$ cat src/hw/rtl/ipd_pkg.sv
package ipd_pkg;

  localparam int FRAME_BITS = 16;
  localparam int TIME_BITS  = 16;
  localparam int PAUSE_W    = 16;
  localparam int MSG_W      = 16;
  localparam int CNT_W      = $clog2(FRAME_BITS);
  localparam int NUM_REGS   = 8;
  localparam int REG_SEL_W  = $clog2(NUM_REGS);
  localparam int CFG_IDX_W  = 4;
  localparam int CFG_DATA_W = 16;

  // Register indexes on the configuration port
  localparam logic [REG_SEL_W-1:0] REG_START_LO  = REG_SEL_W'(0);
  localparam logic [REG_SEL_W-1:0] REG_START_HI  = REG_SEL_W'(1);
  localparam logic [REG_SEL_W-1:0] REG_REPEAT_LO = REG_SEL_W'(2);
  localparam logic [REG_SEL_W-1:0] REG_REPEAT_HI = REG_SEL_W'(3);
  localparam logic [REG_SEL_W-1:0] REG_ONE_LO    = REG_SEL_W'(4);
  localparam logic [REG_SEL_W-1:0] REG_ONE_HI    = REG_SEL_W'(5);
  localparam logic [REG_SEL_W-1:0] REG_ZERO_LO   = REG_SEL_W'(6);
  localparam logic [REG_SEL_W-1:0] REG_ZERO_HI   = REG_SEL_W'(7);

  localparam logic [TIME_BITS-1:0] REG_RESET [NUM_REGS] = '{
    TIME_BITS'(4000), TIME_BITS'(5000), TIME_BITS'(2200), TIME_BITS'(2800),
    TIME_BITS'(1390), TIME_BITS'(1990), TIME_BITS'(260),  TIME_BITS'(860)
  };

  typedef enum logic {
    PH_IDLE,
    PH_DATA
  } phase_t;

  typedef struct packed {
    logic [MSG_W-1:0] message;
    logic             is_command;
    logic [4:0]       command_value;
    logic [9:0]       hit_value;
    logic             checksum_ok;
    logic             is_repeat;
  } ipd_result_t;

  function automatic ipd_result_t make_result(input logic [MSG_W-1:0] msg,
                                              input logic rep);
    ipd_result_t res;
    res.message       = msg;
    res.is_command    = (msg[5:1] == 5'd0);
    res.command_value = msg[10:6];
    res.hit_value     = msg[10:1];
    res.checksum_ok   = ((msg[5:1] ^ msg[10:6]) == msg[15:11]);
    res.is_repeat     = rep;
    return res;
  endfunction

endpackage

$ cat src/hw/rtl/ipd_in_stage.sv
module ipd_in_stage import ipd_pkg::*; (
  input  logic                 clk,
  input  logic                 rst_n,
  input  logic                 in_valid,
  output logic                 in_ready,
  input  logic [PAUSE_W-1:0]   in_pause_us,
  input  logic                 advance,
  output logic                 s1_valid,
  output logic [TIME_BITS-1:0] s1_pause
);

  logic                 valid_r;
  logic                 valid_nxt;
  logic [TIME_BITS-1:0] pause_r;

  assign in_ready  = !valid_r || advance;
  assign valid_nxt = in_ready ? in_valid : valid_r;

  always_ff @(posedge clk) begin
    if (!rst_n) begin
      valid_r <= 1'b0;
    end else begin
      valid_r <= valid_nxt;
    end
  end

  // payload: load on every accepted beat
  always_ff @(posedge clk) begin
    if (in_valid && in_ready) begin
      pause_r <= TIME_BITS'(in_pause_us);
    end
  end

  assign s1_valid = valid_r;
  assign s1_pause = pause_r;

endmodule

$ cat src/hw/rtl/ipd_core.sv
module ipd_core import ipd_pkg::*; (
  input  logic                  clk,
  input  logic                  rst_n,
  input  logic                  fire,
  input  logic [TIME_BITS-1:0]  pause,
  input  logic                  cfg_we,
  input  logic [CFG_IDX_W-1:0]  cfg_index,
  input  logic [CFG_DATA_W-1:0] cfg_data,
  output logic                  res_valid,
  output ipd_result_t           res
);

  logic [TIME_BITS-1:0]  cfg_r [NUM_REGS];
  phase_t                phase_r, phase_nxt;
  logic [CNT_W-1:0]      cnt_r, cnt_nxt;
  logic [FRAME_BITS-1:0] shift_r, shift_nxt;
  logic [MSG_W-1:0]      last_r, last_nxt;

  logic                  hit_start, hit_rep, hit_one, hit_zero;
  logic                  last_bit;
  logic [FRAME_BITS-1:0] shift_set;
  logic [MSG_W-1:0]      frame_msg;
  logic                  ev_repeat, ev_bit, ev_done, ev_abort, ev_open;

  // configuration registers
  always_ff @(posedge clk) begin
    if (!rst_n) begin
      for (int i = 0; i < NUM_REGS; i++) begin
        cfg_r[i] <= REG_RESET[i];
      end
    end else if (cfg_we && (cfg_index < CFG_IDX_W'(NUM_REGS))) begin
      cfg_r[cfg_index[REG_SEL_W-1:0]] <= TIME_BITS'(cfg_data);
    end
  end

  // strict range tests on both ends
  assign hit_start = (pause > cfg_r[REG_START_LO])  && (pause < cfg_r[REG_START_HI]);
  assign hit_rep   = (pause > cfg_r[REG_REPEAT_LO]) && (pause < cfg_r[REG_REPEAT_HI]);
  assign hit_one   = (pause > cfg_r[REG_ONE_LO])    && (pause < cfg_r[REG_ONE_HI]);
  assign hit_zero  = (pause > cfg_r[REG_ZERO_LO])   && (pause < cfg_r[REG_ZERO_HI]);

  assign last_bit = (cnt_r == CNT_W'(FRAME_BITS - 1));

  always_comb begin
    shift_set        = shift_r;
    shift_set[cnt_r] = hit_one;
  end

  assign frame_msg = MSG_W'(shift_set);

  assign ev_open   = fire && (phase_r == PH_IDLE) && hit_start;
  assign ev_repeat = fire && (phase_r == PH_IDLE) && !hit_start && hit_rep;
  assign ev_bit    = fire && (phase_r == PH_DATA) && (hit_one || hit_zero);
  assign ev_abort  = fire && (phase_r == PH_DATA) && !(hit_one || hit_zero);
  assign ev_done   = ev_bit && last_bit;

  // next state
  always_comb begin
    phase_nxt = phase_r;
    cnt_nxt   = cnt_r;
    shift_nxt = shift_r;
    last_nxt  = last_r;
    if (ev_open || ev_abort) begin
      phase_nxt = ev_open ? PH_DATA : PH_IDLE;
      cnt_nxt   = '0;
      shift_nxt = '0;
    end else if (ev_done) begin
      phase_nxt = PH_IDLE;
      cnt_nxt   = '0;
      shift_nxt = '0;
      last_nxt  = frame_msg;
    end else if (ev_bit) begin
      cnt_nxt   = cnt_r + CNT_W'(1);
      shift_nxt = shift_set;
    end
  end

  // result
  always_comb begin
    res_valid = ev_repeat || ev_done;
    res       = make_result(ev_repeat ? last_r : frame_msg, ev_repeat);
  end

  always_ff @(posedge clk) begin
    if (!rst_n) begin
      phase_r <= PH_IDLE;
      cnt_r   <= '0;
      shift_r <= '0;
      last_r  <= '0;
    end else begin
      phase_r <= phase_nxt;
      cnt_r   <= cnt_nxt;
      shift_r <= shift_nxt;
      last_r  <= last_nxt;
    end
  end

endmodule

$ cat src/hw/rtl/ipd_out_reg.sv
module ipd_out_reg import ipd_pkg::*; (
  input  logic        clk,
  input  logic        rst_n,
  input  logic        fire,
  input  logic        res_valid,
  input  ipd_result_t res,
  output logic        advance,
  output logic        out_valid,
  input  logic        out_ready,
  output ipd_result_t out_res
);

  logic        valid_r, valid_nxt;
  ipd_result_t res_r;

  // slot is free when empty or being drained this cycle
  assign advance   = !valid_r || out_ready;
  assign valid_nxt = advance ? (fire && res_valid) : valid_r;

  always_ff @(posedge clk) begin
    if (!rst_n) begin
      valid_r <= 1'b0;
    end else begin
      valid_r <= valid_nxt;
    end
  end

  always_ff @(posedge clk) begin
    if (fire && res_valid) begin
      res_r <= res;
    end
  end

  assign out_valid = valid_r;
  assign out_res   = res_r;

endmodule

$ cat src/hw/rtl/ir_pulse_distance_decoder.sv
// Pulse-distance infrared decoder: each input beat is one measured pause in
// microseconds; a start pause opens a 16-bit frame sent LSB first, one and
// zero pauses add bits, and any other pause inside a frame drops it without
// a result. A repeat pause while idle re-sends the last complete message.
// One pause is taken every cycle while the output is not stalled; each result
// passes the input register and then the result register, with all range
// compares and the bit insert in the single stage between them. A stalled
// result holds the input stage, so the input stalls only while out_ready is
// low with a result waiting. Eight pause-range registers are written through
// the cfg_ port; the user must write them only while the block is idle, which
// the block itself does not enforce. cfg_ready is always high and indexes
// past the last register are ignored.
module ir_pulse_distance_decoder import ipd_pkg::*; (
  input  logic                  clk,
  input  logic                  rst_n,
  input  logic                  in_valid,
  output logic                  in_ready,
  input  logic [PAUSE_W-1:0]    in_pause_us,
  output logic                  out_valid,
  input  logic                  out_ready,
  output logic [MSG_W-1:0]      out_message,
  output logic                  out_is_command,
  output logic [4:0]            out_command_value,
  output logic [9:0]            out_hit_value,
  output logic                  out_checksum_ok,
  output logic                  out_is_repeat,
  input  logic                  cfg_valid,
  output logic                  cfg_ready,
  input  logic [CFG_IDX_W-1:0]  cfg_index,
  input  logic [CFG_DATA_W-1:0] cfg_data
);

  logic                 advance;
  logic                 s1_valid;
  logic [TIME_BITS-1:0] s1_pause;
  logic                 fire;
  logic                 res_valid;
  ipd_result_t          res;
  ipd_result_t          out_res;

  assign cfg_ready = 1'b1;
  assign fire      = s1_valid && advance;

  ipd_in_stage u_in_stage (
    .clk         (clk),
    .rst_n       (rst_n),
    .in_valid    (in_valid),
    .in_ready    (in_ready),
    .in_pause_us (in_pause_us),
    .advance     (advance),
    .s1_valid    (s1_valid),
    .s1_pause    (s1_pause)
  );

  ipd_core u_core (
    .clk       (clk),
    .rst_n     (rst_n),
    .fire      (fire),
    .pause     (s1_pause),
    .cfg_we    (cfg_valid && cfg_ready),
    .cfg_index (cfg_index),
    .cfg_data  (cfg_data),
    .res_valid (res_valid),
    .res       (res)
  );

  ipd_out_reg u_out_reg (
    .clk       (clk),
    .rst_n     (rst_n),
    .fire      (fire),
    .res_valid (res_valid),
    .res       (res),
    .advance   (advance),
    .out_valid (out_valid),
    .out_ready (out_ready),
    .out_res   (out_res)
  );

  assign out_message       = out_res.message;
  assign out_is_command    = out_res.is_command;
  assign out_command_value = out_res.command_value;
  assign out_hit_value     = out_res.hit_value;
  assign out_checksum_ok   = out_res.checksum_ok;
  assign out_is_repeat     = out_res.is_repeat;

endmodule

$ cat config.mk
export PLATFORM = sky130hd
export DESIGN_NAME = ir_pulse_distance_decoder
export DESIGN_NICKNAME = d
export VERILOG_FILES = /design/src/hw/rtl/ipd_pkg.sv /design/src/hw/rtl/ipd_in_stage.sv /design/src/hw/rtl/ipd_core.sv /design/src/hw/rtl/ipd_out_reg.sv /design/src/hw/rtl/ir_pulse_distance_decoder.sv
export SDC_FILE = /design/constraint.sdc
export NUM_CORES = 1
export LEC_CHECK = 0
export ABC_AREA = 1
export BUFFER_PORTS_ARGS = -buffer_cell sky130_fd_sc_hd__buf_2
export CORE_MARGIN = 1.5
export CORE_UTILIZATION = 45
export CTS_CLUSTER_DIAMETER = 60
export DETAILED_ROUTE_END_ITERATION = 8
export PLACE_DENSITY = 0.68
export RECOVER_POWER = 25
export SYNTH_ARGS = -nofsm -noshare
export SYNTH_HDL_FRONTEND = slang
export SYNTH_SLANG_ARGS = --single-unit
export TNS_END_PERCENT = 1
$ cat constraint.sdc
create_clock -name clk -period 2.45 [get_ports clk]
set_input_delay 0.1225 -clock clk [delete_from_list [all_inputs] [get_ports clk]]
set_output_delay 0.1225 -clock clk [all_outputs]
set_load 0.05 [all_outputs]
==> reports/metrics.cfg <==
[route]
drtPass1Iterations=8
vias_per_cell=5.172
drc=0
wirelength_um=30970
ant_nets=0
drtIter0Drc=663
wire_per_inst_um=16.48
vias=9719

[placed_design]
portBuffers=76
post_dp_cell_area_mm2=0.01299
dp_hpwl_um=21340
dp_slack_ps=-315.4
gp_congestion=0.9095

[worst_setup_path]
crit_type=flop to flop
crit_slowest_cell=edfxtp_1
crit_buf_inv=6
crit_top_cell=nand2_1
crit_family=simple AND/OR/NAND/NOR gates
worstPathMaxFanout=5
rrSetupSlack_ps=-440
critPathLaunchType=flop
end_kind=flop
arrival_ps=3160
path_cells=buf_6 > buf_12 > ha_4 > nand4_1 > nor3_2 > nor2b_4 > nor2_4 > nand3_4 > nand2_8 > buf_6 > buf_6 > nand2_1 > nand2_2 > inv_1 > nand2_1 > nand2_1 > inv_1 > nand2_1 > nor2_1
required_ps=2720
slowest_delay_ps=460

[global_routing]
grt_usage_pct=23.29
antenna_found_initial=0
grt_overflow=0
grt_pass1_vias=9439
grt_first_pass_wirelength_um=48440
grt_max_degree=27

[timing]
setup-violations-final=76
post-route-period-util_pct=117.9
worst_slew_pin_slew_ps=626.8
slew_viol_final=0
fin_crit_ps=2889
holdWs_ps=39.28
hold_viol=0
slew_headroom_pct=58.21
setup_slack_ps=-439.4
skew_ps=11.25
max_freq_mhz=346.1
rsz0062_at_grt=true

[clocking]
clock_path_buffers=3
clkLatencyLatePin_ps=520
cts_tree=done
clk_pin_slew_worst_paths_ps=60
cts_buffers=25
root_buffer=clkbuf_16
cts_num_sinks=202
h-tree-depth=1

[cells_and_area]
final_nets=1700
final_util_pct=59.95
multi_input_area_mm2=0.005500
syn_to_final_growth_pct=30.47
n_antenna_cell=0
finalInstanceArea_mm2=0.01514
nFillCells=2076
regArea_mm2=0.005675
drive_gt1_share_pct=24.66

[synth]
avgSynthCellArea_um2=8.845
syn_nets=1481
syn_inst=1312
syn_area_mm2=0.01160
yosysSeqAreaShare_pct=48.91
synthDistinctLibCells=38
ys_ff_latch=202
ys.warnings.count=0

[power_and_ir_drop]
p_total_w=0.008882
power_density_mw_per_mm2=586.7
leakage_nw=6.924
vdd_drop_max_v=0.0005805

[die]
dieArea_mm2=0.02676
num_rows=58
start_util_pct=45.95
coreArea_mm2=0.02525
die_h_um=163.6
die_width_um=163.6
pin_count=78

[worst_hold_path]
worstHoldPathType=primary input to flop

[job]
cap_violations=0

[run_status]
violations=negative setup slack
run_status=complete, but fails checks

## worst register-to-register path, cell delays in order (launching register included)
cell	delay (ps)
edfxtp_1	460
buf_6	180
buf_12	120
ha_4	250
nand4_1	130
nor3_2	240
nor2b_4	210
nor2_4	60
nand3_4	170
nand2_8	110
buf_6	140
buf_6	110
nand2_1	70
nand2_2	60
inv_1	70
nand2_1	50
nand2_1	50
inv_1	40
nand2_1	70
nor2_1	50
## kinds of logic (layout without fill, tap and decap cells)
| group | after synthesis | after routing | share of synthesized area (%) |
|---|---|---|---|
| other cells | 1 | 1 | 0.03231 |
| compound gates | 160 | 160 | 7.407 |
| buf+inv | 265 | 500 | 9.747 |
| fa+ha+maj | 128 | 128 | 13.80 |
| flops | 202 | 202 | 48.91 |
| simple gates | 556 | 558 | 20.11 |
## metrics by stage
stage          TNS [ps]  cells
3_3_place_gp      -9115   1780
3_5_place_dp     -12660   1780
5_1_grt          -26540   1879
4_1_cts           -5554   1873
6_report         -17490   1879
2_1_floorplan         0   1312
## power breakdown
group / leakage (nW) / total (W) / switching (W) / internal, W
combinational: 4.64 / 0.00139 / 0.000825 / 0.000566
sequential: 1.89 / 0.00390 / 0.0000465 / 0.00386
clock: 0.389 / 0.00359 / 0.00143 / 0.00216
## cells in the final DEF (no fill, tap or decap), types with 3 or more instances in the layout
cell and n:
a21oi_1 78, a21oi_2 17, buf_12 10, buf_16 4
buf_2 70, buf_4 81, buf_6 34, clkbuf_1 23
clkbuf_16 28, clkinv_1 7, dfxtp_1 39, dlygate4sd3_1 18
edfxtp_1 163, ha_1 106, ha_4 22, inv_1 211
inv_2 6, nand2_1 264, nand2_2 45, nand2_4 14
nand3_1 38, nand3_2 6, nand3_4 3, nand4_1 23
nor2_1 132, nor2_2 5, nor2_4 4, nor3_1 4
o21a_1 9, o21ai_0 23, o21ai_1 16, o21ai_2 4
o21bai_1 6, or2_2 12
## synth_stat cells (all sizes together)
| library cell | number | share of area, % |
|---|---|---|
| dfxtp | 39 | 6.7 |
| nand4 | 23 | 1.2 |
| nor2b | 1 | 0.054 |
| conb | 1 | 0.032 |
| edfxtp | 163 | 42 |
| or2 | 12 | 0.65 |
| o21a | 9 | 0.58 |
| nor4 | 3 | 0.22 |
| o21ai | 44 | 1.9 |
| clkinv | 2 | 0.065 |
| a21o | 1 | 0.065 |
| clkbuf | 10 | 0.32 |
| o21bai | 7 | 0.45 |
| nand2 | 324 | 11 |
| a21boi | 1 | 0.065 |
| nor2 | 141 | 4.7 |
| nand3 | 46 | 2.2 |
| a21oi | 95 | 4.1 |
| ha | 128 | 14 |
| inv | 218 | 7.1 |
| buf | 35 | 2.3 |
| nor3 | 6 | 0.30 |
| o221ai | 1 | 0.075 |
| a31oi | 2 | 0.11 |
## flip-flops by register name (all words and copies together) (netlist names)
name                 count
u_core.cfg_r           128
u_out_reg.out_res       19
u_core.last_r           16
u_core.shift_r          16
u_in_stage.s1_pause     16
u_core.cnt_r             4
u_core.phase_r           1
u_in_stage.s1_valid      1
u_out_reg.out_valid      1
## metal layers
layer | track usage, % | part of all wire (%) | vias to the layer above
met3 | 3.504 | 6.5 | 57
met2 | 40.56 | 49 | 313
met4 | 6.777 | 2.8 | 0
met1 | 29.91 | 42 | 4624
met5 | 0 | 0 | -
li1 | - | - | 4725
## what timing repair did
item	in CTS	in global routing
endpoints found under the hold margin	18	0
endpoints found under the setup margin	74	76
cloned	5	2
resized for setup	116	62
hold buffers	18	0
setup buffers	25	5
pin swaps	41	32
## final cells by class
| class | count | share of cell area [%] |
|---|---|---|
| Clock buffer | 35 | 4.793 |
| Clock inverter | 10 | 0.5041 |
| Inverter | 220 | 5.479 |
| Multi-Input combinational cell | 847 | 36.33 |
| Sequential cell | 202 | 37.48 |
| Tap cell | 330 | 2.727 |
| Timing Repair Buffer | 235 | 12.68 |
## worst paths after layout
path / cells after the start / from / endpoint
max: 19 / u_in_stage.s1_pause[12] / u_out_reg.out_res[1]
min: 3 / cfg_data[3] / u_core.cfg_r[2][3]
max reg2reg: 19 / u_in_stage.s1_pause[12] / u_out_reg.out_res[1]
min reg2reg: 2 / u_core.last_r[13] / u_core.last_r[13]
Power figures use the tool's default switching activity.
